File: src/rtl/lcs_pkg.sv
// shared types, constants and tables for the lane center steering block
package lcs_pkg;

    localparam int X_W    = 11;
    localparam int Y_W    = 10;
    localparam int SUM_W  = 15;
    localparam int CNT_W  = 5;
    localparam int DIV_W  = 21;
    localparam int DVS_W  = 5;
    localparam int CX_W   = 35;
    localparam int ACC_W  = 26;
    localparam int DIFF_W = 28;

    localparam logic [2:0] CFG_WIDTH_LIMIT  = 3'd0;
    localparam logic [2:0] CFG_HEIGHT_LIMIT = 3'd1;
    localparam logic [2:0] CFG_BOTTOM_COUNT = 3'd2;
    localparam logic [2:0] CFG_MAX_LINEAR   = 3'd3;
    localparam logic [2:0] CFG_MAX_ANGULAR  = 3'd4;
    localparam logic [2:0] CFG_STEER_GAIN   = 3'd5;

    localparam logic signed [ACC_W-1:0]  NINETY_Q16 = 26'sd5898240;
    localparam logic signed [DIFF_W-1:0] HEAD_SAT   = 28'sd23040;

    typedef struct packed {
        logic [X_W-1:0] x;
        logic [Y_W-1:0] y;
    } pt_t;

    typedef struct packed {
        logic [10:0] width_limit;
        logic [9:0]  height_limit;
        logic [4:0]  bottom_count;
        logic [14:0] max_linear;
        logic [14:0] max_angular;
        logic [15:0] steer_gain;
    } cfg_t;

    typedef struct packed {
        logic [SUM_W-1:0] sum;
        logic [CNT_W-1:0] cnt;
        logic [Y_W-1:0]   ylast;
        logic [CNT_W-1:0] bottom;
    } calc_req_t;

    // arctangent of 2^-i in degrees, Q.16
    function automatic logic [21:0] atan_q16(input logic [4:0] i);
        logic [21:0] v;
        case (i)
            5'd0:    v = 22'd2949120;
            5'd1:    v = 22'd1740967;
            5'd2:    v = 22'd919879;
            5'd3:    v = 22'd466945;
            5'd4:    v = 22'd234379;
            5'd5:    v = 22'd117304;
            5'd6:    v = 22'd58666;
            5'd7:    v = 22'd29335;
            5'd8:    v = 22'd14668;
            5'd9:    v = 22'd7334;
            5'd10:   v = 22'd3667;
            5'd11:   v = 22'd1833;
            5'd12:   v = 22'd917;
            5'd13:   v = 22'd458;
            5'd14:   v = 22'd229;
            5'd15:   v = 22'd115;
            5'd16:   v = 22'd57;
            5'd17:   v = 22'd29;
            5'd18:   v = 22'd14;
            5'd19:   v = 22'd7;
            5'd20:   v = 22'd4;
            5'd21:   v = 22'd2;
            5'd22:   v = 22'd1;
            default: v = 22'd0;
        endcase
        return v;
    endfunction

endpackage

File: src/rtl/lcs_ifs.sv


interface lcs_out_if;
    logic               valid;
    logic               ready;
    logic [14:0]        linear_drive;
    logic signed [15:0] angular_drive;
    logic signed [15:0] heading_error;
    logic [10:0]        center_x;
    logic [4:0]         points_used;

    modport source (output valid, linear_drive, angular_drive, heading_error, center_x,
                    points_used, input ready);
    modport sink   (input valid, linear_drive, angular_drive, heading_error, center_x,
                    points_used, output ready);
endinterface

File: src/rtl/lcs_div.sv
// restoring divider, one quotient bit per cycle
module lcs_div (
    input  logic                          clk,
    input  logic                          rst_n,
    input  logic                          start,
    input  logic [lcs_pkg::DIV_W-1:0]     dividend,
    input  logic [lcs_pkg::DVS_W-1:0]     divisor,
    output logic                          done,
    output logic [lcs_pkg::DIV_W-1:0]     quotient
);

    localparam int CW = $clog2(lcs_pkg::DIV_W);

    logic [lcs_pkg::DIV_W-1:0] q_reg, q_next;
    logic [lcs_pkg::DVS_W-1:0] rem_reg, rem_next;
    logic [lcs_pkg::DVS_W-1:0] d_reg;
    logic [CW-1:0]             cnt_reg;
    logic                      run_reg;
    logic                      done_reg;
    logic [lcs_pkg::DVS_W:0]   part;
    logic [lcs_pkg::DVS_W:0]   sub;
    logic                      ge;

    always_comb
    begin
        part     = {rem_reg, q_reg[lcs_pkg::DIV_W-1]};
        sub      = part - {1'b0, d_reg};
        ge       = part >= {1'b0, d_reg};
        rem_next = ge ? sub[lcs_pkg::DVS_W-1:0] : part[lcs_pkg::DVS_W-1:0];
        q_next   = {q_reg[lcs_pkg::DIV_W-2:0], ge};
    end

    always_ff @(posedge clk or negedge rst_n)
    begin
        if (!rst_n)
        begin
            run_reg  <= 1'b0;
            done_reg <= 1'b0;
            cnt_reg  <= '0;
        end
        else
        begin
            done_reg <= 1'b0;
            if (start)
            begin
                run_reg <= 1'b1;
                cnt_reg <= '0;
            end
            else if (run_reg)
            begin
                cnt_reg <= cnt_reg + 1'b1;
                if (cnt_reg == CW'(lcs_pkg::DIV_W - 1))
                begin
                    run_reg  <= 1'b0;
                    done_reg <= 1'b1;
                end
            end
        end
    end

    always_ff @(posedge clk)
    begin
        if (start)
        begin
            q_reg   <= dividend;
            rem_reg <= '0;
            d_reg   <= divisor;
        end
        else if (run_reg)
        begin
            q_reg   <= q_next;
            rem_reg <= rem_next;
        end
    end

    assign done     = done_reg;
    assign quotient = q_reg;

endmodule

File: src/rtl/lcs_calc.sv
// frame math: mean, cordic heading, drive commands and result register
module lcs_calc #(
    parameter int CORDIC_STEPS = 16
) (
    input  logic              clk,
    input  logic              rst_n,
    input  logic              start,
    input  lcs_pkg::calc_req_t req,
    input  lcs_pkg::cfg_t     cfg,
    output logic              busy,
    lcs_out_if.source         out_ch
);

    localparam int SW = (CORDIC_STEPS > 1) ? $clog2(CORDIC_STEPS) : 1;

    localparam logic [3:0] C_IDLE = 4'd0;
    localparam logic [3:0] C_MEAN = 4'd1;
    localparam logic [3:0] C_PRE  = 4'd2;
    localparam logic [3:0] C_ITER = 4'd3;
    localparam logic [3:0] C_HEAD = 4'd4;
    localparam logic [3:0] C_MUL1 = 4'd5;
    localparam logic [3:0] C_MUL2 = 4'd6;
    localparam logic [3:0] C_DIVS = 4'd7;
    localparam logic [3:0] C_LIN  = 4'd8;
    localparam logic [3:0] C_HOLD = 4'd9;

    logic [3:0]                     state_reg, state_next;
    lcs_pkg::calc_req_t             req_reg;
    logic [10:0]                    mean_reg;
    logic signed [lcs_pkg::CX_W-1:0]  x_reg, x_next;
    logic signed [lcs_pkg::CX_W-1:0]  y_reg, y_next;
    logic signed [lcs_pkg::ACC_W-1:0] acc_reg, acc_next;
    logic [SW-1:0]                  it_reg;
    logic signed [15:0]             head_reg;
    logic [20:0]                    kd_reg;
    logic [19:0]                    m1_reg;
    logic [34:0]                    m2_reg;
    logic [35:0]                    aprod_reg;
    logic [14:0]                    lin_reg;
    logic signed [15:0]             ang_reg, ang_next;
    logic                           valid_reg;

    logic                           div_start;
    logic [lcs_pkg::DIV_W-1:0]      div_a;
    logic [lcs_pkg::DVS_W-1:0]      div_b;
    logic                           div_done;
    logic [lcs_pkg::DIV_W-1:0]      div_q;

    logic signed [11:0]             dx;
    logic signed [10:0]             dy;
    logic signed [lcs_pkg::CX_W-1:0]  xs, ys;
    logic signed [lcs_pkg::ACC_W-1:0] at;
    logic signed [lcs_pkg::DIFF_W-1:0] diff, rnd;
    logic signed [lcs_pkg::DIFF_W-1:0] hsat;
    logic [15:0]                    habs;
    logic [30:0]                    kprod;
    logic [14:0]                    one_minus;
    logic [21:0]                    aabs;

    assign busy = state_reg != C_IDLE;

    always_comb
    begin
        dx = $signed({1'b0, mean_reg}) - $signed({2'b00, cfg.width_limit[10:1]});
        dy = $signed({1'b0, cfg.height_limit}) - $signed({1'b0, req_reg.ylast});
        xs = x_reg >>> it_reg;
        ys = y_reg >>> it_reg;
        at = $signed({{(lcs_pkg::ACC_W-22){1'b0}}, lcs_pkg::atan_q16(5'(it_reg))});
        diff = $signed({{(lcs_pkg::DIFF_W-lcs_pkg::ACC_W){acc_reg[lcs_pkg::ACC_W-1]}}, acc_reg})
               - $signed({{(lcs_pkg::DIFF_W-lcs_pkg::ACC_W){1'b0}}, lcs_pkg::NINETY_Q16});
        rnd  = (diff + lcs_pkg::DIFF_W'(128)) >>> 8;
        if (rnd > lcs_pkg::HEAD_SAT)
        begin
            hsat = lcs_pkg::HEAD_SAT;
        end
        else if (rnd < -lcs_pkg::HEAD_SAT)
        begin
            hsat = -lcs_pkg::HEAD_SAT;
        end
        else
        begin
            hsat = rnd;
        end
        habs      = head_reg[15] ? 16'(-head_reg) : head_reg;
        kprod     = 31'(cfg.steer_gain * habs[14:0]);
        one_minus = 15'(15'd16384 - kd_reg[14:0]);
        aabs      = aprod_reg[35:14];
        if (head_reg > 16'sd0)
        begin
            ang_next = (aabs > 22'd32767) ? 16'sd32767 : $signed(aabs[15:0]);
        end
        else if (head_reg < 16'sd0)
        begin
            ang_next = (aabs > 22'd32768) ? -16'sd32768 : $signed(16'd0 - aabs[15:0]);
        end
        else
        begin
            ang_next = 16'sd0;
        end
    end

    always_comb
    begin
        state_next = state_reg;
        x_next     = x_reg;
        y_next     = y_reg;
        acc_next   = acc_reg;
        div_start  = 1'b0;
        div_a      = lcs_pkg::DIV_W'(req.sum);
        div_b      = req.cnt;
        unique case (state_reg)
            C_IDLE:
            begin
                if (start)
                begin
                    div_start  = 1'b1;
                    state_next = C_MEAN;
                end
            end
            C_MEAN:
            begin
                if (div_done)
                begin
                    state_next = C_PRE;
                end
            end
            C_PRE:
            begin
                x_next   = $signed({{(lcs_pkg::CX_W-32){dx[11]}}, dx, 20'd0});
                y_next   = $signed({{(lcs_pkg::CX_W-31){dy[10]}}, dy, 20'd0});
                acc_next = '0;
                // left half plane: turn by a quarter first
                if (dx < 12'sd0)
                begin
                    if (dy >= 11'sd0)
                    begin
                        x_next   = $signed({{(lcs_pkg::CX_W-31){dy[10]}}, dy, 20'd0});
                        y_next   = -$signed({{(lcs_pkg::CX_W-32){dx[11]}}, dx, 20'd0});
                        acc_next = lcs_pkg::NINETY_Q16;
                    end
                    else
                    begin
                        x_next   = -$signed({{(lcs_pkg::CX_W-31){dy[10]}}, dy, 20'd0});
                        y_next   = $signed({{(lcs_pkg::CX_W-32){dx[11]}}, dx, 20'd0});
                        acc_next = -lcs_pkg::NINETY_Q16;
                    end
                end
                state_next = (dx == 12'sd0 && dy == 11'sd0) ? C_HEAD : C_ITER;
            end
            C_ITER:
            begin
                if (!y_reg[lcs_pkg::CX_W-1])
                begin
                    x_next   = x_reg + ys;
                    y_next   = y_reg - xs;
                    acc_next = acc_reg + at;
                end
                else
                begin
                    x_next   = x_reg - ys;
                    y_next   = y_reg + xs;
                    acc_next = acc_reg - at;
                end
                if (it_reg == SW'(CORDIC_STEPS - 1))
                begin
                    state_next = C_HEAD;
                end
            end
            C_HEAD:
            begin
                state_next = C_MUL1;
            end
            C_MUL1:
            begin
                state_next = C_MUL2;
            end
            C_MUL2:
            begin
                state_next = C_DIVS;
            end
            C_DIVS:
            begin
                div_start  = 1'b1;
                div_a      = m2_reg[34:14];
                div_b      = req_reg.bottom;
                state_next = C_LIN;
            end
            C_LIN:
            begin
                if (div_done)
                begin
                    state_next = C_HOLD;
                end
            end
            C_HOLD:
            begin
                if (out_ch.ready)
                begin
                    state_next = C_IDLE;
                end
            end
            default:
            begin
                state_next = C_IDLE;
            end
        endcase
    end

    always_ff @(posedge clk or negedge rst_n)
    begin
        if (!rst_n)
        begin
            state_reg <= C_IDLE;
            valid_reg <= 1'b0;
        end
        else
        begin
            state_reg <= state_next;
            if (state_reg == C_LIN && div_done)
            begin
                valid_reg <= 1'b1;
            end
            else if (state_reg == C_HOLD && out_ch.ready)
            begin
                valid_reg <= 1'b0;
            end
        end
    end

    always_ff @(posedge clk)
    begin
        x_reg   <= x_next;
        y_reg   <= y_next;
        acc_reg <= acc_next;
        if (state_reg == C_IDLE && start)
        begin
            req_reg <= req;
        end
        if (state_reg == C_MEAN && div_done)
        begin
            mean_reg <= div_q[10:0];
        end
        if (state_reg == C_PRE)
        begin
            it_reg <= '0;
        end
        else if (state_reg == C_ITER)
        begin
            it_reg <= it_reg + 1'b1;
        end
        if (state_reg == C_HEAD)
        begin
            head_reg <= hsat[15:0];
        end
        if (state_reg == C_MUL1)
        begin
            kd_reg <= kprod[30:10];
            m1_reg <= 20'(req_reg.cnt * cfg.max_linear);
        end
        if (state_reg == C_MUL2)
        begin
            m2_reg    <= 35'(m1_reg * one_minus);
            aprod_reg <= 36'(cfg.max_angular * kd_reg);
        end
        if (state_reg == C_DIVS)
        begin
            ang_reg <= ang_next;
        end
        if (state_reg == C_LIN && div_done)
        begin
            lin_reg <= (kd_reg >= 21'd16384) ? 15'd0 : div_q[14:0];
        end
    end

    lcs_div u_div (
        .clk      (clk),
        .rst_n    (rst_n),
        .start    (div_start),
        .dividend (div_a),
        .divisor  (div_b),
        .done     (div_done),
        .quotient (div_q)
    );

    assign out_ch.valid         = valid_reg;
    assign out_ch.linear_drive  = lin_reg;
    assign out_ch.angular_drive = ang_reg;
    assign out_ch.heading_error = head_reg;
    assign out_ch.center_x      = mean_reg;
    assign out_ch.points_used   = req_reg.cnt;

endmodule

File: src/flat_wrapper.sv
// flat-port wrapper written by rule: the top's interface ports become plain ports
module lcs_calc_flat 
#(
    parameter int CORDIC_STEPS = 16
)
  (clk, rst_n, start, req, cfg, busy, out_ch_valid, out_ch_linear_drive, out_ch_angular_drive, out_ch_heading_error, out_ch_center_x, out_ch_points_used, out_ch_ready);
  lcs_out_if out_ch_i ();
  input  logic clk;
  input  logic rst_n;
  input  logic start;
  input  lcs_pkg::calc_req_t req;
  input  lcs_pkg::cfg_t cfg;
  output logic busy;
  output wire logic [$bits(out_ch_i.valid)-1:0] out_ch_valid;
  output wire logic [$bits(out_ch_i.linear_drive)-1:0] out_ch_linear_drive;
  output wire logic [$bits(out_ch_i.angular_drive)-1:0] out_ch_angular_drive;
  output wire logic [$bits(out_ch_i.heading_error)-1:0] out_ch_heading_error;
  output wire logic [$bits(out_ch_i.center_x)-1:0] out_ch_center_x;
  output wire logic [$bits(out_ch_i.points_used)-1:0] out_ch_points_used;
  input wire logic [$bits(out_ch_i.ready)-1:0] out_ch_ready;
  assign out_ch_valid = out_ch_i.valid;
  assign out_ch_linear_drive = out_ch_i.linear_drive;
  assign out_ch_angular_drive = out_ch_i.angular_drive;
  assign out_ch_heading_error = out_ch_i.heading_error;
  assign out_ch_center_x = out_ch_i.center_x;
  assign out_ch_points_used = out_ch_i.points_used;
  assign out_ch_i.ready = out_ch_ready;
  lcs_calc #(.CORDIC_STEPS(CORDIC_STEPS)) u_core (.clk(clk), .rst_n(rst_n), .start(start), .req(req), .cfg(cfg), .busy(busy), .out_ch(out_ch_i));
endmodule
File: config.mk
export PLATFORM = sky130hd
export DESIGN_NAME = lcs_calc_flat
export DESIGN_NICKNAME = d
export VERILOG_FILES = /design/src/rtl/lcs_pkg.sv /design/src/rtl/lcs_ifs.sv /design/src/rtl/lcs_div.sv /design/src/rtl/lcs_calc.sv /design/src/flat_wrapper.sv
export SDC_FILE = /design/constraint.sdc
export NUM_CORES = 2
export LEC_CHECK = 0
export ABC_AREA = 1
export BUFFER_PORTS_ARGS = -buffer_cell sky130_fd_sc_hd__buf_2
export CORE_MARGIN = 2
export CORE_UTILIZATION = 65
export CTS_BUF_LIST = sky130_fd_sc_hd__clkbuf_8
export DETAILED_ROUTE_END_ITERATION = 8
export PLACE_DENSITY = 0.83
export SYNTH_ARGS = -nofsm -noshare
export SYNTH_HDL_FRONTEND = slang
export SYNTH_SLANG_ARGS = --single-unit
export TNS_END_PERCENT = 5
File: constraint.sdc
create_clock -name clk -period 9.1 [get_ports clk]
set_input_delay 1.365 -clock clk [delete_from_list [all_inputs] [get_ports clk]]
set_output_delay 1.365 -clock clk [all_outputs]
set_load 0.005 [all_outputs]
## After elaboration in Yosys (flattened, before gate mapping)

Memories as Yosys holds them, arrays and structs flattened. A register that Yosys moved wholly into a read port is not among the register bits.
Cells that the tools add are included.

| cells by class | value |
|---|---|
| order comparisons | 10 |
| divide/modulo/power cells | 0 |
| mux-type cells | 44 |
| $mul | 4 |
| shifts and indexed selects | 2 |
| reduce and logical (&&, ||, !) cells | 14 |
| add/sub/neg operators | 18 |
| eq/ne operators | 16 |
| bitwise operators | 0 |

Operators with widths:

| operator | number |
|---|---|
| $mux W35 | 6 |
| $pmux W35 S2 | 2 |
| $mux W16 | 5 |
| $mux W26 | 3 |
| $add A35 B35 Y35 | 2 |
| $sshr A35 B4 Y35 | 2 |
| $sub A35 B35 Y35 | 2 |
| $mux W21 | 3 |
| $pmux W26 S2 | 1 |
| $pmux W4 S10 | 1 |
| $mul A15 B21 Y36 | 1 |
| $mul A20 B15 Y35 | 1 |
| $neg A31 Y35 | 1 |
| $neg A32 Y35 | 1 |
| $mul A16 B15 Y31 | 1 |
| $add A27 B9 Y28 const B | 1 |
| $mux W4 | 7 |
| $sub A26 B24 Y27 const B | 1 |
| $add A26 B23 Y26 | 1 |
| $sub A26 B23 Y26 | 1 |
| $gt A22 B15 Y1 const B | 1 |
| $gt A22 B16 Y1 const B | 1 |
| $ge A21 B15 Y1 const B | 1 |
| $gt A20 B16 Y1 const B | 1 |
| other kinds (35) | 61 |

| word-level totals | value |
|---|---|
| memory bits (read-only) | 352 |
| memories kept | 1 |
| input port bits | 111 |
| bits in registers | 333 |
| latch bits | 0 |
| output and inout port bits | 65 |
| bits in writable memories | 0 |
| logic and storage cells | 133 |

Memory list:

| name | depth | bits a word | rd ports | clocked after Yosys merged registers in | write ports | RTL line | source |
|---|---|---|---|---|---|---|---|
| (no name shown) | 16 | 22 | 1 | 1 | 0 | lcs_pkg.sv:48 | `case (i)` |

## Logic depth before layout (Yosys ltp)

| depth | value |
|---|---|
| word-level depth | 5 |
| gate-level depth with buffers | 36 |
| gate-level depth less buffers | 34 |

## By module

Synthesis repeated with hierarchy kept, for this count alone.

| unflattened totals | value |
|---|---|
| cells, all modules | 7,441 |
| area total of the unflattened synthesis | 55,599.6 um^2 |

Modules (own cells, without submodules):

| module | instances | cells an instance | area an instance (um^2) | sequential area each (um^2) |
|---|---|---|---|---|
| lcs_calc | 1 | 7,241 | 53,752.8 | 8,393.0 |
| lcs_div | 1 | 200 | 1,846.8 | 1,056.0 |

## Worst setup path before layout

No wires, ideal clock.

| path | value |
|---|---|
| kind | reg-to-reg |
| start | register u_core.kd_reg[0] |
| end | register u_core.m2_reg[32], data pin |
| data required time | 8.836 ns |
| library setup time | 0.264 ns |
| arrival | 6.672 ns |
| stages on the path, launching flop included | 31 |
| period minus slack after synthesis | 6.935 ns |
| path slack | 2.165 ns |
| path buffers | 3 |
| path through | edfxtp_1 -> clkbuf_1 -> clkbuf_1 -> inv_1 -> ha_1 -> nand2_1 -> nor2_1 -> nand2_1 -> nor2_1 -> nand3_1 -> o21ai_0 -> nand2_1 -> inv_1 -> clkbuf_1 -> nand2_1 -> fa_1 -> inv_1 -> fa_1 -> fa_1 -> fa_1 -> fa_1 -> inv_1 -> fa_1 -> inv_1 -> ha_1 -> nand2_1 -> nor4_1 -> nand4_1 -> nand3_1 -> a31oi_1 -> xor2_1 |

| between the ends | value |
|---|---|
| word-level cells in the longest chain between the ends | 2 |

Ends and longest elaborated chain:

| element | RTL line | source |
|---|---|---|
| start, declared | lcs_calc.sv:35 | `logic [20:0] kd_reg;` |
| start signal, assigned | lcs_calc.sv:257 | `kd_reg <= kprod[30:10];` |
| $sub A15 B15 Y15 | lcs_calc.sv:86 | `one_minus = 15'(15'd16384 - kd_reg[14:0]);` |
| $mul A20 B15 Y35 | lcs_calc.sv:262 | `m2_reg <= 35'(m1_reg * one_minus);` |
| end signal, assigned | lcs_calc.sv:262 |  |
| end, declared | lcs_calc.sv:37 | `logic [34:0] m2_reg;` |

No other way between the ends.
A chain may end at the register's enable or synchronous reset.

## Final worst setup path

Same ends and word-level chain as after synthesis.

==> results.md <==
- The count of input and output buffers is 169.
- Of the post-synthesis cell area, the dominant cell type holds 0.254.
- The number of antenna violations at the first check in global routing was 9.
- By area the synthesized netlist is led by sky130_fd_sc_hd__fa_1 (25%), sky130_fd_sc_hd__edfxtp_1 (15%), sky130_fd_sc_hd__nand2_1 (12%).
- The normalized max-slew margin is 0.141.
- Post-CTS timing repair inserted 0 buffers for setup.
- The fraction of the cycle the final worst path needs is 0.890.
- In this run, synthesis inferred 284 flip-flops with an integrated enable.
- The relative area change from synthesis to final layout is 5.23%.
- The fraction of registers with async set/reset is 0.0367.
- The detail route stage leaves a number of antenna-violating nets equal to 0.
- Setup repair after global routing left no endpoint under its margin.
- Leaving out fill and tap cells, the most frequent cell in the layout is sky130_fd_sc_hd__nand2_1.
- The HPWL after detailed placement is 121000 um.
- Of the synthesized area, sequential elements account for 0.171.
- The setup skew after layout is 43.4 ps.
- During I/O placement, the number of pins put on the boundary was 176.
- The number of setup violations in the final report is 0.
- The final critical path time including I/O delays and setup is 8100 ps.
- The number of placement rows is 106.
- The final layout contains 8609 nets.
- The number of nets handed over by synthesis was 8582.
- Of the cells placed in the final design, the portion with a size suffix greater than 1 is 0.0582.
- The worst hold-check path type is flip-flop to flip-flop.
- The first-pass iteration count of the detailed router is 8.
- The number of inserted filler cells in the final layout is 7146.
- Entering global routing, the biggest net connects 79 pins.
- Hold repair after CTS inserted 0 buffers.
- The maximum fanout encountered on the critical timing path is 20.
- The post-route setup TNS is 0 ps.
- The worst setup path is captured at a flip-flop.
- The detailed-route vias per instance is 5.73.
- The detailed router finished its first iteration with 4196 violations.
- The maximum clock frequency is 0.123 GHz.
- The post-CTS clock slew at the launch and capture registers of the worst setup and hold paths is 60 ps.
- The detailed-route wire length is 151000 um.
- For the pin with the worst max-slew slack, the measured transition is 1290 ps.
- After synthesis, the mean cell area works out to 7.53 um^2.
- The remaining routing DRC violations is 0.
- TritonCTS built the clock tree.
- The number of buffers on the longest clock path is 3.
- The largest single stage delay on the critical path is 580 ps.
- Counting every instance in the synthesized netlist gives 7323.
- The master of the slowest instance on the critical path is sky130_fd_sc_hd__fa_1.
- In the synthesized netlist the dominant register cell turns out to be sky130_fd_sc_hd__edfxtp_1.
- The cell that appears most often on the critical path is sky130_fd_sc_hd__fa_1.
- The worst setup path is of the flip-flop to flip-flop kind.
- The H-tree was split into 2 levels.
- The number of clock sinks is 327.
- Dividing the detail-routed wire length by the instance count gives 17.7 um.
- The max-cap violation count is 0.
- The die covers 87200 um^2.
- For this configuration, the core starts out at a cell density of 0.658.
- Post-CTS repair changed the size of 0 cells.
- The number of global-route vias before repair came to 48900.
- The post-synthesis cell type with the largest combined area is sky130_fd_sc_hd__fa_1.
- The final route contains 49000 vias.
- The number of max-slew violations in the final report is 0.
- The total global routing track utilization is 0.355.
- The clock buffer count from CTS is 61.
- The Yosys step of the flow raised 0 warnings.
- At the worst endpoint, the arrival time is 8590 ps.
- At the later pin of the worst-skew pair, clock insertion delay measures 760 ps.
- The height of the die is 295 um.
- After floorplanning, the core was sized to cover 83800 um^2.
- The die is 295 um wide.
- The final-report hold violation count is 0.
- The number of synthesized register bits is 327.
- In the layout the commonest cells are sky130_fd_sc_hd__nand2_1 (1757), sky130_fd_sc_hd__inv_1 (1409), sky130_fd_sc_hd__fa_1 (699).
- The CTS root buffer is sky130_fd_sc_hd__clkbuf_8.
- At the worst endpoint, the required time is 9590 ps.
- The kind of launch point of the worst setup path is a flip-flop.
- The total overflow left after global routing is 0.
- The first global-routing pass estimated 247000 um of wire.
- The summed instance area of the synthesized netlist is 55100 um^2.
- The global placement routability congestion is 0.959.
- The number of different library cells used by synthesis comes to 63.
- The flow ran to the end, and the final reports show no timing, DRC or antenna violations.
-- cell usage after synthesis (50+ instances only) --
| cell type | count |
|---|---|
| sky130_fd_sc_hd__nand3_1 | 424 |
| sky130_fd_sc_hd__nor3_1 | 50 |
| sky130_fd_sc_hd__ha_1 | 449 |
| sky130_fd_sc_hd__xnor2_1 | 54 |
| sky130_fd_sc_hd__nand2_1 | 1757 |
| sky130_fd_sc_hd__nand4_1 | 60 |
| sky130_fd_sc_hd__clkbuf_1 | 164 |
| sky130_fd_sc_hd__nor2_1 | 627 |
| sky130_fd_sc_hd__fa_1 | 699 |
| sky130_fd_sc_hd__inv_1 | 1403 |
| sky130_fd_sc_hd__a21oi_1 | 396 |
| sky130_fd_sc_hd__edfxtp_1 | 284 |
| sky130_fd_sc_hd__xor2_1 | 166 |
| sky130_fd_sc_hd__o21ai_0 | 282 |
-- critical path: cells and delay by family, from the launching register on --
kind                     cells  cell delay [ps]
AO/OA/AOI/OAI                1              140
buffers and inverters        7             1200
flip-flops                   1              520
adder cells (fa/ha/maj)      8             3680
AND/OR/NAND/NOR             11             2150
XOR/XNOR                     1              160
-- kinds of logic after synthesis --
kind of cell             count (synthesis)  share of synthesized area
AND/OR/NAND/NOR                       3032                      0.227
buffers and inverters                 1686                      0.118
adder cells (fa/ha/maj)               1148                      0.356
flip-flops                             327                      0.171
AO/OA/AOI/OAI                          909                     0.0931
XOR/XNOR                               221                     0.0352
-- layout make-up --
type / instances / area (um^2) / area share
repair buffers: 209 / 1150 / 0.0198
multi-input cells: 5310 / 39200 / 0.676
diodes: 8 / 20.0 / 0.000345
well taps: 1134 / 1420 / 0.0245
clock buffers: 61 / 840 / 0.0145
clock inverters: 53 / 488 / 0.00841
flip-flops and latches: 327 / 9450 / 0.163
inverters: 1441 / 5410 / 0.0933
-- layer usage --
metal,global-route usage,share of wire
met4,0.140,0.042
met3,0.0590,0.089
met5,0,0
met1,0.470,0.40
met2,0.584,0.47
-- worst paths after layout --
path	from	to	slack, ps	cells after the start
worst min register to register	u_core.u_div.rem_reg[4]$_SDFFE_PP0P_	u_core.u_div.rem_reg[4]$_SDFFE_PP0P_	480	2
max in group asynchronous	rst_n	u_core.u_div.cnt_reg[2]$_DFFE_PN0P_	8340	1
worst max-delay path	u_core.kd_reg[0]$_DFFE_PP_	u_core.m2_reg[32]$_DFFE_PP_	1000	28
worst max register to register	u_core.kd_reg[0]$_DFFE_PP_	u_core.m2_reg[32]$_DFFE_PP_	1000	28
worst min-delay path	u_core.u_div.rem_reg[4]$_SDFFE_PP0P_	u_core.u_div.rem_reg[4]$_SDFFE_PP0P_	480	2
min in group asynchronous	rst_n	u_core.u_div.done$_DFF_PN0_	500	1
-- stage by stage --
stage                     hold WS, ps  worst slack [ps]   util  std cells  instance area (um^2)
after floorplan                   446              2160      -       7323                 55100
after global placement            460              1240  0.676       8421                 56700
after detailed placement          468              1100  0.676       8421                 56700
after CTS                         452              1100  0.692       8535                 58000
after global routing              503               599  0.692       8543                 58000
final                             480              1000  0.692       8543                 58000
Power is not shown: default switching activity piles up to over one toggle a cycle in this logic, so the estimate is an artifact.
