==> src/rtl/lcs_pkg.sv <==
// shared types, constants and tables for the lane center steering block
package lcs_pkg;

    localparam int X_W    = 11;
    localparam int Y_W    = 10;
    localparam int SUM_W  = 15;
    localparam int CNT_W  = 5;
    localparam int DIV_W  = 21;
    localparam int DVS_W  = 5;
    localparam int CX_W   = 35;
    localparam int ACC_W  = 26;
    localparam int DIFF_W = 28;

    localparam logic [2:0] CFG_WIDTH_LIMIT  = 3'd0;
    localparam logic [2:0] CFG_HEIGHT_LIMIT = 3'd1;
    localparam logic [2:0] CFG_BOTTOM_COUNT = 3'd2;
    localparam logic [2:0] CFG_MAX_LINEAR   = 3'd3;
    localparam logic [2:0] CFG_MAX_ANGULAR  = 3'd4;
    localparam logic [2:0] CFG_STEER_GAIN   = 3'd5;

    localparam logic signed [ACC_W-1:0]  NINETY_Q16 = 26'sd5898240;
    localparam logic signed [DIFF_W-1:0] HEAD_SAT   = 28'sd23040;

    typedef struct packed {
        logic [X_W-1:0] x;
        logic [Y_W-1:0] y;
    } pt_t;

    typedef struct packed {
        logic [10:0] width_limit;
        logic [9:0]  height_limit;
        logic [4:0]  bottom_count;
        logic [14:0] max_linear;
        logic [14:0] max_angular;
        logic [15:0] steer_gain;
    } cfg_t;

    typedef struct packed {
        logic [SUM_W-1:0] sum;
        logic [CNT_W-1:0] cnt;
        logic [Y_W-1:0]   ylast;
        logic [CNT_W-1:0] bottom;
    } calc_req_t;

    // arctangent of 2^-i in degrees, Q.16
    function automatic logic [21:0] atan_q16(input logic [4:0] i);
        logic [21:0] v;
        case (i)
            5'd0:    v = 22'd2949120;
            5'd1:    v = 22'd1740967;
            5'd2:    v = 22'd919879;
            5'd3:    v = 22'd466945;
            5'd4:    v = 22'd234379;
            5'd5:    v = 22'd117304;
            5'd6:    v = 22'd58666;
            5'd7:    v = 22'd29335;
            5'd8:    v = 22'd14668;
            5'd9:    v = 22'd7334;
            5'd10:   v = 22'd3667;
            5'd11:   v = 22'd1833;
            5'd12:   v = 22'd917;
            5'd13:   v = 22'd458;
            5'd14:   v = 22'd229;
            5'd15:   v = 22'd115;
            5'd16:   v = 22'd57;
            5'd17:   v = 22'd29;
            5'd18:   v = 22'd14;
            5'd19:   v = 22'd7;
            5'd20:   v = 22'd4;
            5'd21:   v = 22'd2;
            5'd22:   v = 22'd1;
            default: v = 22'd0;
        endcase
        return v;
    endfunction

endpackage

==> src/rtl/lcs_ram.sv <==
// generic single write, single read ram with registered read data
module lcs_ram #(
    parameter int WIDTH = 21,
    parameter int DEPTH = 64
) (
    input  logic                     clk,
    input  logic                     we,
    input  logic [$clog2(DEPTH)-1:0] waddr,
    input  logic [WIDTH-1:0]         wdata,
    input  logic [$clog2(DEPTH)-1:0] raddr,
    output logic [WIDTH-1:0]         rdata
);

    logic [WIDTH-1:0] mem [DEPTH];

    always_ff @(posedge clk)
    begin
        if (we)
        begin
            mem[waddr] <= wdata;
        end
        rdata <= mem[raddr];
    end

endmodule

==> src/rtl/lcs_lane.sv <==
// one lane point store with an in-place insertion sort by descending y
module lcs_lane #(
    parameter int MAX_POINTS = 64
) (
    input  logic                            clk,
    input  logic                            rst_n,
    input  logic                            wr_en,
    input  logic [$clog2(MAX_POINTS)-1:0]   wr_addr,
    input  lcs_pkg::pt_t                    wr_data,
    input  logic                            start,
    input  logic [$clog2(MAX_POINTS+1)-1:0] count,
    output logic                            busy,
    input  logic [$clog2(MAX_POINTS)-1:0]   rd_addr,
    output lcs_pkg::pt_t                    rd_data
);

    localparam int IW = $clog2(MAX_POINTS);
    localparam int CW = $clog2(MAX_POINTS + 1);

    localparam logic [1:0] S_IDLE = 2'd0;
    localparam logic [1:0] S_KEY  = 2'd1;
    localparam logic [1:0] S_CMP  = 2'd2;
    localparam logic [1:0] S_PUT  = 2'd3;

    logic [1:0]   state_reg, state_next;
    logic [CW-1:0] i_reg, i_next;
    logic [CW-1:0] j_reg, j_next;
    logic [CW-1:0] n_reg, n_next;
    lcs_pkg::pt_t key_reg, key_next;

    logic          s_we;
    logic [CW-1:0] s_waddr;
    lcs_pkg::pt_t  s_wdata;
    logic [CW-1:0] s_raddr;
    logic [CW-1:0] i_inc;
    lcs_pkg::pt_t  q;

    logic          ram_we;
    logic [IW-1:0] ram_waddr;
    lcs_pkg::pt_t  ram_wdata;
    logic [IW-1:0] ram_raddr;

    assign busy = state_reg != S_IDLE;
    assign i_inc = i_reg + 1'b1;

    always_comb
    begin
        state_next = state_reg;
        i_next     = i_reg;
        j_next     = j_reg;
        n_next     = n_reg;
        key_next   = key_reg;
        s_we       = 1'b0;
        s_waddr    = j_reg;
        s_wdata    = key_reg;
        s_raddr    = '0;
        unique case (state_reg)
            S_IDLE:
            begin
                if (start && count >= CW'(2))
                begin
                    n_next     = count;
                    i_next     = CW'(1);
                    s_raddr    = CW'(1);
                    state_next = S_KEY;
                end
            end
            S_KEY:
            begin
                key_next   = q;
                j_next     = i_reg;
                s_raddr    = i_reg - 1'b1;
                state_next = S_CMP;
            end
            S_CMP:
            begin
                s_we = 1'b1;
                if (q.y < key_reg.y)
                begin
                    s_wdata = q;
                    j_next  = j_reg - 1'b1;
                    if (j_reg == CW'(1))
                    begin
                        state_next = S_PUT;
                    end
                    else
                    begin
                        s_raddr = j_reg - CW'(2);
                    end
                end
                else
                begin
                    // key settles here, move to the next element
                    if (i_inc == n_reg)
                    begin
                        state_next = S_IDLE;
                    end
                    else
                    begin
                        i_next     = i_inc;
                        s_raddr    = i_inc;
                        state_next = S_KEY;
                    end
                end
            end
            S_PUT:
            begin
                s_we    = 1'b1;
                s_waddr = '0;
                if (i_inc == n_reg)
                begin
                    state_next = S_IDLE;
                end
                else
                begin
                    i_next     = i_inc;
                    s_raddr    = i_inc;
                    state_next = S_KEY;
                end
            end
            default:
            begin
                state_next = S_IDLE;
            end
        endcase
    end

    always_ff @(posedge clk or negedge rst_n)
    begin
        if (!rst_n)
        begin
            state_reg <= S_IDLE;
        end
        else
        begin
            state_reg <= state_next;
        end
    end

    always_ff @(posedge clk)
    begin
        i_reg   <= i_next;
        j_reg   <= j_next;
        n_reg   <= n_next;
        key_reg <= key_next;
    end

    always_comb
    begin
        if (busy || (start && count >= CW'(2)))
        begin
            ram_we    = s_we;
            ram_waddr = s_waddr[IW-1:0];
            ram_wdata = s_wdata;
            ram_raddr = s_raddr[IW-1:0];
        end
        else
        begin
            ram_we    = wr_en;
            ram_waddr = wr_addr;
            ram_wdata = wr_data;
            ram_raddr = rd_addr;
        end
    end

    lcs_ram #(
        .WIDTH ($bits(lcs_pkg::pt_t)),
        .DEPTH (MAX_POINTS)
    ) u_ram (
        .clk   (clk),
        .we    (ram_we),
        .waddr (ram_waddr),
        .wdata (ram_wdata),
        .raddr (ram_raddr),
        .rdata (q)
    );

    assign rd_data = q;

endmodule

==> config.mk <==
export PLATFORM = sky130hd
export DESIGN_NAME = lcs_lane
export DESIGN_NICKNAME = d
export VERILOG_FILES = /design/src/rtl/lcs_pkg.sv /design/src/rtl/lcs_ram.sv /design/src/rtl/lcs_lane.sv
export SDC_FILE = /design/constraint.sdc
export NUM_CORES = 1
export LEC_CHECK = 0
export BUFFER_PORTS_ARGS = -buffer_cell sky130_fd_sc_hd__buf_2
export CORE_UTILIZATION = 60
export DETAILED_ROUTE_END_ITERATION = 7
export HOLD_SLACK_MARGIN = 0.05
export MAX_ROUTING_LAYER = met4
export PLACE_DENSITY = 0.76
export SYNTH_ARGS = -nofsm -noshare
export SYNTH_HDL_FRONTEND = slang
export SYNTH_SLANG_ARGS = --single-unit
==> constraint.sdc <==
create_clock -name clk -period 6.8 [get_ports clk]
set_input_delay 0.68 -clock clk [delete_from_list [all_inputs] [get_ports clk]]
set_output_delay 0.68 -clock clk [all_outputs]
set_load 0.03 [all_outputs]
; After elaboration in Yosys (flattened, before gate mapping)
; Memory sizes are Yosys's and may differ from the RTL's. A register that Yosys moved wholly into a read port is not among the register bits.
; Index checks and enable logic that the tools add are counted.
[totals]
memories = 1
input_bits = 44
register_bits = 44
wordCells = 59
output_inout_bits = 22
ramBits = 1344
[mem_list]
columns = name, words, width, read_ports, rd_clocked_by_memory_dff, wr, line_no
row1 = u_ram.mem, 64, 21, 1, 1, 1, lcs_ram.sv:14  ; logic [WIDTH-1:0] mem [DEPTH];
[classes]
n_eq_ne = 9
magnitude_cmp = 2
mux = 26
addsub = 4
n_reduce_logical = 11
[op_table]
columns = operator, n
row1 = $mux 21, 3
row2 = $mux 6, 6
row3 = $mux 7, 4
row4 = $pmux 6 s4, 1
row5 = $pmux 7 s3, 1
row6 = $pmux 7 s2, 1
row7 = $lt 10x10->1, 1
row8 = $pmux 2 s4, 1
row9 = $add 7x1->7 const B, 1
row10 = $eq 7x1->1 const B, 1
row11 = $eq 7x7->1, 1
row12 = $ge 7x2->1 const B, 1
row13 = $sub 7x1->7 const B, 1
row14 = $mux 1, 6
row15 = $mux 2, 3
row16 = $ne 2x2->1 const B, 3
row17 = $reduce_and 2->1, 3
row18 = $sub 6x1->6 const B, 1
row19 = $sub 6x2->6 const B, 1
row20 = $eq 2x2->1 const B, 2
row21 = $reduce_bool 2->1, 2
row22 = $ne 3x3->1 const B, 1
row23 = $reduce_and 3->1, 1
row24 = $reduce_bool 3->1, 1
row25 = 5 further kinds, 5

; Longest topological paths before layout
; Gate-level depths: netlist of run 1.
[logic_depth]
word_depth = 6
mapped_depth = 20
depth_no_buf = 15

; Modules after synthesis
; A second synthesis of run 1 with hierarchy kept.
[unflattened]
hier_cells = 2508
area_unflattened_um2 = 54777.5
[modules_own_cells]
columns = module, seq_area_each_um2, area_per_inst_um2, cells_each, n_inst
row1 = lcs_ram, 40779.1, 51717.1, 2190, 1
row2 = lcs_lane, 1311.3, 3060.4, 318, 1

; Least setup slack after synthesis of run 1
; OpenSTA, ideal clock, no wires.
[synth_timing]
path_kind = flip-flop to flip-flop
from = register u_ram.rdata[9], read port of u_ram.mem
to = memory u_ram.mem[0][0] (data pin)
t_required_ns = 6.098
setup_time_ns = 0.702
period_less_slack_ns = 5.575
path_buffers = 2
stages_incl_launch_ff = 10
slack_ns = 1.225
arrival_ns = 4.874
path_cell_list = dfxtp_1 ha_1 a21oi_1 o21ai_0 or2_2 clkbuf_1 nor2_1 buf_1 mux2i_1 o21ai_0
[synth_lines]
columns = item, line_no
row1 = start: declaration, lcs_ram.sv:11  ; output logic [WIDTH-1:0] rdata
row2 = end: declaration, lcs_ram.sv:14

; Worst setup path in the final report of run 1
[layout_timing]
from = register i_reg[3]
to = register u_ram.rdata[6], read port of u_ram.mem
[layout_via]
elab_chain_cells = 6
word_cells_on_any_way = 7
classes_between = 2 x add/sub / 1 x eq/ne / 4 x mux
[layout_rtl]
columns = item, line_no
row1 = start: declaration, lcs_lane.sv:26  ; logic [CW-1:0] i_reg, i_next;
row2 = start signal: assignment, lcs_lane.sv:142  ; i_reg <= i_next;
row3 = $add 7x1->7, lcs_lane.sv:44  ; assign i_inc = i_reg + 1'b1;
row4 = $eq 7x7->1, "lcs_lane.sv:94, lcs_lane.sv:110"
row5 = $mux 6, "lcs_lane.sv:94, lcs_lane.sv:110"
row6 = $mux 6, lcs_lane.sv:78  ; if (q.y < key_reg.y)
row7 = $pmux 6 s4 (*), lcs_lane.sv:57  ; unique case (state_reg)
row8 = $mux 6 (*), lcs_lane.sv:150  ; if (busy || (start && count >= CW'(2)))
; Every way passes the cells marked *; elsewhere a longest branch is shown, timed or not.
; A chain may end at the register's enable or synchronous reset.

==> results summary, run 1 <==
For this run, asynchronously set or reset flops after synthesis account for 0.142%. The clock tree buffer depth came out at 3. The most common flop cell mapped by yosys is sky130_fd_sc_hd__edfxtp_1.

The number of placed I/O pins is 66. The number of max-slew violations in the final report is 0. The count of routing violations after the opening detailed-route iteration came out at 5113. The number of buffers inserted to repair setup after CTS is 0. The data arrival time of the critical path is 6.70 ns. The met2 layer usage reported by global route is 49.5%. After detailed routing, the average wire length per cell comes to 31.4 um.

The overall die height came out at 305 um. The number of max-capacitance violations reported is 0. The ratio of final minimum period to clock period came out at 89.3%. The critical path goes through and2_1 > and2_4 > a2111o_1 > a2111oi_4 > inv_2 > ha_1 > o221ai_1 > a21oi_2 > nor2_4 > buf_4 > mux4_2 > a22oi_1 > a21oi_1 > a311oi_1 > buf_4 > a211oi_1.

The die outline area is 0.0932 mm^2. TritonCTS created 139 clock buffers. Setup violations remaining at the end of the flow were counted as 0. The relative slew slack is 11.2%. The main combinational cell family by area after synthesis is multiplexers. The final core utilization is 69.0%. The most repeated library cell on the critical path is sky130_fd_sc_hd__buf_4. The data required time at the worst endpoint came out at 7.43 ns. The count of flip-flops with a built-in enable after synthesis came out at 1386. The proportion of synthesized chip area in sequential cells came out at 76.3%.

The met3 routing resource usage after global routing is 6.48%. The net count of the mapped netlist is 3244. The hold violation total from the final report is 0.

The placeable core area is 0.0906 mm^2. In this run, placement finished with an instance count of 4386. The Yosys step of the flow raised 0 warnings. The first global-routing pass estimated 212000 um of wire. The initial core utilization came out at 61.0%. Of all nets on the critical path, the largest fanout is 16. The finished layout holds 4644 standard cells, fillers aside. The number of unique standard cell types used by synthesis is 65. The delay contributed by the slowest stage of the critical path is 0.75 ns. The worst clock skew on the final layout is 0.0369 ns. Counting both buffers and inverters, the worst setup path holds a total of 3.

The layout net count came out at 3413. Measured against the total synthesized area, the mux share comes to 9.39%. After synthesis the netlist holds a flip-flop and latch count of 1409.

The setup path with the least slack is of type reg2reg. TritonCTS built the clock tree. The cell area after technology mapping came out at 0.0552 mm^2. The maximum number of pins on one net before global-route repair came out at 171. The synthesized area per cell came out at 17.3 um^2.

The filler cells instantiated in the layout total 5489. The met1 routing resource usage after global routing is 44.1%. The initial antenna violation count was 2.

Once detailed placement completed, the half-perimeter wirelength came to 82000 um. The total overflow left after global routing is 0. The run finished with clean final reports. Synthesis produced a netlist whose cell count is 3184. In this run the worst hold path is classified as in2reg. For the final routed database, the setup TNS stands at 0 ns. STA classifies the critical path startpoint as a register. The number of iterations in the first detailed-routing pass came out at 8. The maximum clock frequency came out at 165 MHz. The post-synthesis share of cell area spent on full adders, half adders and majority gates is 0.363%.

Cells with a size suffix above 1 make up 19.8% of the layout. The layout overhead on the synthesized area is 13.2%. The clock slew at the register clock pins of the worst setup and hold paths is 0.06 ns. The cell family contributing the most delay on the critical path is compound AO/OA/AOI/OAI gates.

met2 is the most crowded layer. The number of buffer cells added on primary ports came out at 65. The worst hold margin came out at 0.134 ns.

For the finished layout, the period the worst path requires is 6.07 ns. After floorplanning, the core was divided into 110 placement rows. STA classifies the critical path endpoint as a register.

The basic-gate share of the synthesized area counting and, or, nand and nor cells is 5.73%. The antenna violation net count after detailed routing is 0. The H-tree depth came out at 4. The number of flip-flops in the largest register came out at 1344. The complex-gate fraction of the synthesized area came out at 6.19%. Setup repair after global routing left no endpoint under its margin. At the pin with the least slew margin, the transition time is 1.32 ns. In this run the horizontal extent of the chip is 305 um. Using the TritonRoute via totals, the vias-per-cell ratio works out to 6.89.

The total wire length came out at 146000 um. CTS placed an instance of sky130_fd_sc_hd__clkbuf_16 at the clock tree root. The latest clock arrival within the worst-skew pair came out at 0.76 ns. Of the total synthesized cell area, the portion taken by XOR and XNOR cells is 0.397%.

The number of DRC violations after detailed routing came out at 0. The global-route usage over all layers is 32.6%. The number of global-route vias before repair came out at 31202.

The total clock sinks is 1409. The overall via count from detail_route came out at 31985. On the critical path, the stage with the largest delay is an instance of sky130_fd_sc_hd__a311oi_1. The routability-driven placement congestion ratio came out at 0.927.
==> layout by cell type, fill, tap and decap left out, types with 25 or more instances in the layout <==
master,instances
sky130_fd_sc_hd__edfxtp_1,1386
sky130_fd_sc_hd__and3_1,41
sky130_fd_sc_hd__mux4_2,163
sky130_fd_sc_hd__nand2_1,374
sky130_fd_sc_hd__a221oi_1,42
sky130_fd_sc_hd__a22oi_1,101
sky130_fd_sc_hd__nor2_1,36
sky130_fd_sc_hd__a31oi_1,43
sky130_fd_sc_hd__clkinv_1,39
sky130_fd_sc_hd__buf_4,149
sky130_fd_sc_hd__mux2i_1,149
sky130_fd_sc_hd__a21oi_1,83
sky130_fd_sc_hd__clkbuf_1,26
sky130_fd_sc_hd__nand3_1,107
sky130_fd_sc_hd__o21ai_0,59
sky130_fd_sc_hd__a211oi_1,43
sky130_fd_sc_hd__buf_2,65
sky130_fd_sc_hd__nor2_2,65
sky130_fd_sc_hd__clkbuf_16,142
sky130_fd_sc_hd__nor3b_1,25
==> final timing paths <==
| check | from | endpoint | slack [ns] | depth (start not counted) |
|---|---|---|---|---|
| max | i_reg[3]$_SDFFCE_PN0P_ | u_ram.rdata[6]$_DFF_P_ | 0.73 | 16 |
| min | count[0] | n_reg[0]$_DFFE_PP_ | 0.13 | 1 |
| max in group asynchronous | rst_n | state_reg[1]$_DFFE_PN0P_ | 6.41 | 2 |
| max reg2reg | i_reg[3]$_SDFFCE_PN0P_ | u_ram.rdata[6]$_DFF_P_ | 0.73 | 16 |
| min reg2reg | u_ram.rdata[16]$_DFF_P_ | key_reg[16]$_DFFE_PP_ | 0.53 | 0 |
| min in group asynchronous | rst_n | state_reg[0]$_DFFE_PN0P_ | 0.29 | 2 |
==> worst register-to-register path: stages (launching register included) <==
cell	delay, ns
sky130_fd_sc_hd__edfxtp_1	0.57
sky130_fd_sc_hd__and2_1	0.24
sky130_fd_sc_hd__and2_4	0.18
sky130_fd_sc_hd__a2111o_1	0.44
sky130_fd_sc_hd__a2111oi_4	0.48
sky130_fd_sc_hd__inv_2	0.27
sky130_fd_sc_hd__ha_1	0.26
sky130_fd_sc_hd__o221ai_1	0.21
sky130_fd_sc_hd__a21oi_2	0.15
sky130_fd_sc_hd__nor2_4	0.71
sky130_fd_sc_hd__buf_4	0.45
sky130_fd_sc_hd__mux4_2	0.56
sky130_fd_sc_hd__a22oi_1	0.22
sky130_fd_sc_hd__a21oi_1	0.19
sky130_fd_sc_hd__a311oi_1	0.75
sky130_fd_sc_hd__buf_4	0.25
sky130_fd_sc_hd__a211oi_1	0.05
==> repair_timing <==
| item | in CTS | in global routing |
|---|---|---|
| hold buffers | 1 | 0 |
| gates resized for setup | 0 | 0 |
| hold endpoints to repair | 2 | 0 |
==> logic make-up (layout without fill, tap and decap cells) <==
| group | Yosys count | after routing |
|---|---|---|
| adders and majority gates | 16 | 16 |
| and+or+nand+nor | 711 | 711 |
| DFF | 1409 | 1409 |
| muxes | 314 | 314 |
| AOI/OAI and AO/OA | 492 | 492 |
| buffers and inverters | 217 | 499 |
| xor gates and xnor gates | 25 | 25 |
| other | 0 | 2 |
==> Yosys cell counts (all sizes together) (3+ instances only) <==
cell        n  area share [%]
a2111oi     3           0.082
a211oi     43            0.58
a21oi      84            0.76
a221o       3           0.054
a221oi     43            0.71
a22oi     101             1.4
a311oi     22            0.35
a31oi      43            0.49
a41o        3           0.054
a41oi       5           0.079
and2        5           0.061
and3       42            0.49
buf        75            0.71
clkbuf    120            0.82
dfxtp      21            0.76
edfxtp   1386              75
ha         16            0.36
inv        22            0.15
mux2i     149             2.7
mux4      163             6.7
nand2     374             2.5
nand2b      4           0.045
nand3     107            0.97
nand4       3           0.034
nor2      107            0.74
nor3        9           0.082
nor3b      25            0.34
nor4       23            0.27
o211a      20            0.36
o21ai      81            0.73
o22ai      21            0.24
o31ai       4           0.054
or2         4           0.045
xnor2      10            0.16
xor2       15            0.24
==> metrics by stage <==
stage | cell area, um^2 | worst slack [ns]
6_report | 62500 | 0.730
5_1_grt | 62500 | 0.526
4_1_cts | 62500 | 0.789
3_5_place_dp | 58000 | 0.817
3_3_place_gp | 58000 | 1.05
2_1_floorplan | 55200 | 1.22
==> final cells by class <==
class,instances,area [um^2],share of cell area [%]
Inverter,22,82.6,0.132
Sequential cell,1409,42100,67.3
Clock buffer,170,3680,5.89
Antenna cell,2,5.00,0.00801
Clock inverter,84,832,1.33
Tap cell,1176,1470,2.35
Multi-Input combinational cell,1558,12700,20.4
Timing Repair Buffer,223,1620,2.59
==> metal layers <==
| layer | vias to the layer above | routed length, um |
|---|---|---|
| li1 | 13059 | - |
| met1 | 16254 | 54000 |
| met2 | 2341 | 69500 |
| met3 | 331 | 16600 |
| met4 | 0 | 5620 |
| met5 | - | 0 |
Power of run 1 is not shown: default switching activity piles up to over one toggle a cycle in this logic, so the estimate is an artifact.
==> run 2, diff against run 1 <==
--- a/config.mk
+++ b/config.mk
@@ -6,10 +6,11 @@
 export NUM_CORES = 1
 export LEC_CHECK = 0
 export BUFFER_PORTS_ARGS = -buffer_cell sky130_fd_sc_hd__buf_2
+export CAP_MARGIN = 0
 export CORE_UTILIZATION = 60
 export DETAILED_ROUTE_END_ITERATION = 7
+export GPL_TIMING_DRIVEN = 0
 export HOLD_SLACK_MARGIN = 0.05
-export MAX_ROUTING_LAYER = met4
 export PLACE_DENSITY = 0.76
 export SYNTH_ARGS = -nofsm -noshare
 export SYNTH_HDL_FRONTEND = slang
==> results summary, run 2 (synthesis gave the netlist of run 1 again) <==
The routed length per placed instance is 31.5 um (was 31.4 um). The H-tree depth is 4 (unchanged). The least setup slack across all paths after layout came out at 0.0482 ns (was 0.730 ns). The cell family contributing the most delay on the critical path is compound AO/OA/AOI/OAI gates (unchanged). The count of placed standard cells in the final layout, fillers left out is 4767 (was 4644). The relative slew slack is -3.49% (was 11.2%). Unrepaired setup endpoints after global routing: no (unchanged). The initial core utilization came to 61.0% (unchanged). The checks that failed: capacitance limit, slew limit. The data arrival time of the critical path came out at 7.28 ns (was 6.70 ns). The overflow left after global routing is 0 (unchanged). The number of max-capacitance violations reported is 2 (was 0). The slowest cell on the critical path was sky130_fd_sc_hd__a311oi_1 (unchanged). The total of fill cells in the finished design is 5363 (was 5489).

The die outline area came out at 0.0932 mm^2 (unchanged). The number of placed instances with taps included came out at 4515 (was 4386). The class of the tightest hold or removal check was in2reg (unchanged). The placeable core area came out at 0.0906 mm^2 (unchanged). The hold violation total from the final report is 0 (unchanged). The detail-routed via count per cell came out at 6.85 (was 6.89). The routability-driven placement congestion ratio is 0.974 (was 0.927).

The final count of negative-setup-slack endpoints came out at 0 (unchanged). The combined buffer and inverter count along the critical path came out at 4 (was 3). The number of iterations in the first detailed-routing pass came out at 8 (unchanged).

The final HPWL from detailed placement came out at 99500 um (was 82000 um). The worst slack at placement is -0.204 ns (was 0.817 ns). The worst hold margin came to 0.119 ns (was 0.134 ns).

The number of max-slew violations in the final report is 6 (was 0). The worst clock skew on the final layout came out at 0.0385 ns (was 0.0369 ns). The total wire length came to 150000 um (was 146000 um). The layout net count came out at 3540 (was 3413). The count of routing violations after the opening detailed-route iteration is 5075 (was 5113). The most repeated library cell on the critical path was sky130_fd_sc_hd__clkbuf_1 (was sky130_fd_sc_hd__buf_4). The number of placed I/O pins is 66 (unchanged). The global-route usage over all layers is 32.4% (was 32.6%). The share of layout cells above drive strength 1 is 19.3% (was 19.8%). The number of DRC violations after detailed routing came out at 0 (unchanged). The total clock sinks is 1409 (unchanged). The overall die height came out at 305 um (unchanged). The overall via count from detail_route came out at 32650 (was 31985). The clock tree buffer depth came out at 3 (unchanged).

The largest fanout on the critical path is 10 (was 16). The latest clock arrival within the worst-skew pair came out at 0.76 ns (about the same). The clock slew at the register clock pins of the worst setup and hold paths came out at 0.06 ns (about the same). The most frequent standard cell in the layout excluding fill and tap cells is sky130_fd_sc_hd__edfxtp_1 (unchanged).

The global-route wire length before repair is 217000 um (was 212000 um). The internal reg-to-reg setup slack is 0.05 ns (was 0.73 ns). The antenna violation net count after detailed routing is 0 (unchanged). The floorplan die width came out at 305 um (unchanged). The time the worst path needs with I/O delays and setup came to 6.75 ns (was 6.07 ns). The maximum number of pins on one net before global-route repair is 53 (was 171). The number of flip-flops in the largest register came to 1344 (unchanged). The delay contributed by the slowest stage of the critical path came out at 1.03 ns (was 0.75 ns). The layout overhead on the synthesized area came out at 15.1% (was 13.2%).

The initial antenna violation count came to 8 (was 2). Critical Path, Cell by Cell: ha_1 > a21oi_1 > o21ai_0 > or2_2 > clkbuf_1 > o32ai_1 > a41o_1 > clkbuf_1 > clkbuf_1 > nand2_1 > clkbuf_1 > a221oi_1 > o21ai_0 > a311oi_1 > a211oi_1 (was and2_1 > and2_4 > a2111o_1 > a2111oi_4 > inv_2 > ha_1 > o221ai_1 > a21oi_2 > nor2_4 > buf_4 > mux4_2 > a22oi_1 > a21oi_1 > a311oi_1 > buf_4 > a211oi_1). The startpoint of the lowest-slack hold path is count[0] (unchanged). The origin of the critical flop-to-flop path is u_ram.rdata[9]$_DFF_P_ (was i_reg[3]$_SDFFCE_PN0P_). Outcome: complete, but fails checks (was finished, final reports clean). The number of buffer cells added on primary ports is 65 (unchanged). The element type at the critical path start is a register (unchanged). Leading cell types in the layout, fill and taps excluded: sky130_fd_sc_hd__edfxtp_1 (1386), sky130_fd_sc_hd__nand2_1 (374), sky130_fd_sc_hd__mux4_2 (163), sky130_fd_sc_hd__clkbuf_1 (151), sky130_fd_sc_hd__mux2i_1 (149) (was sky130_fd_sc_hd__edfxtp_1 (1386), sky130_fd_sc_hd__nand2_1 (374), sky130_fd_sc_hd__mux4_2 (163), sky130_fd_sc_hd__mux2i_1 (149), sky130_fd_sc_hd__buf_4 (149)). The slew at the pin with the worst max-slew slack came out at 1.54 ns (was 1.32 ns). The number of global-route vias before repair is 32227 (was 31202). The cell at the root of the clock tree is sky130_fd_sc_hd__clkbuf_16 (unchanged). The floorplan row count came to 110 (unchanged). The classification of the worst setup path is reg2reg (unchanged). The clock tree from TritonCTS is built (unchanged).

The number of buffers inserted to repair setup after CTS is 0 (unchanged). The ratio of final minimum period to clock period is 99.3% (was 89.3%). The maximum clock frequency is 148 MHz (was 165 MHz).

The beginning of the critical path was u_ram.rdata[9]$_DFF_P_ (was i_reg[3]$_SDFFCE_PN0P_). The type of destination of the critical path is a register (unchanged). The number of buffers added by the clock tree synthesis step came out at 138 (was 139). The data required time at the worst endpoint came out at 7.33 ns (was 7.43 ns).
run 2: cell count changes in the layout (fill, tap and decap cells not counted), sizes merged:
| cell | previous run | this run |
|---|---|---|
| diode | 2 | 1 |
| clkbuf | 170 | 301 |
| buf | 222 | 228 |
| clkinvlp | 4 | 2 |
| inv | 33 | 28 |
| clkinv | 56 | 54 |
| bufinv | 13 | 9 |
run 2: final timing paths:
check	to	cells after the start
worst max-delay path	u_ram.rdata[3]$_DFF_P_	15
worst min-delay path	n_reg[0]$_DFFE_PP_	1
worst max register to register	u_ram.rdata[3]$_DFF_P_	15
worst min register to register	key_reg[17]$_DFFE_PP_	0
max in group asynchronous	state_reg[1]$_DFFE_PN0P_	2
min in group asynchronous	state_reg[0]$_DFFE_PN0P_	2
run 2: routing by layer:
metal	global-route usage, %	up-vias	share of wire, %
li1	-	13328	-
met1	44.1	16372	36
met2	50.2	2562	47
met3	8.23	380	12
met4	14.3	8	4.5
met5	0	-	0.035
run 2: area by class of cell:
class                      count  area, um^2  share of cell area, %
inverter                      22        82.6                  0.130
clock buffer                 179        3740                   5.89
multi-input combinational   1558       12700                   20.0
tap                         1176        1470                   2.32
sequential                  1409       42100                   66.3
buffer                       195         848                   1.34
timing repair buffer         156        1990                   3.14
clock inverter                71         601                  0.946
antenna                        1        2.50                0.00394
run 2: what timing repair did:
item,in CTS,in global routing
gates cloned,0,0
pin swaps,0,0
endpoints found under the setup margin,10,20
gates resized for setup,8,13
hold buffers,1,0
hold endpoints to repair,2,0
run 2: through the flow:
stage / TNS, ns / area [um^2] / utilization (%)
finish: 0 / 63500 / 70.1
global route: 0 / 63500 / 70.1
CTS: 0 / 63500 / 70.1
detailed placement: -0.894 / 59100 / 65.2
global placement: -3672.44 / 57000 / 62.9
floorplan: 0 / 55200 / -
Power of run 2 is left out for the same reason.
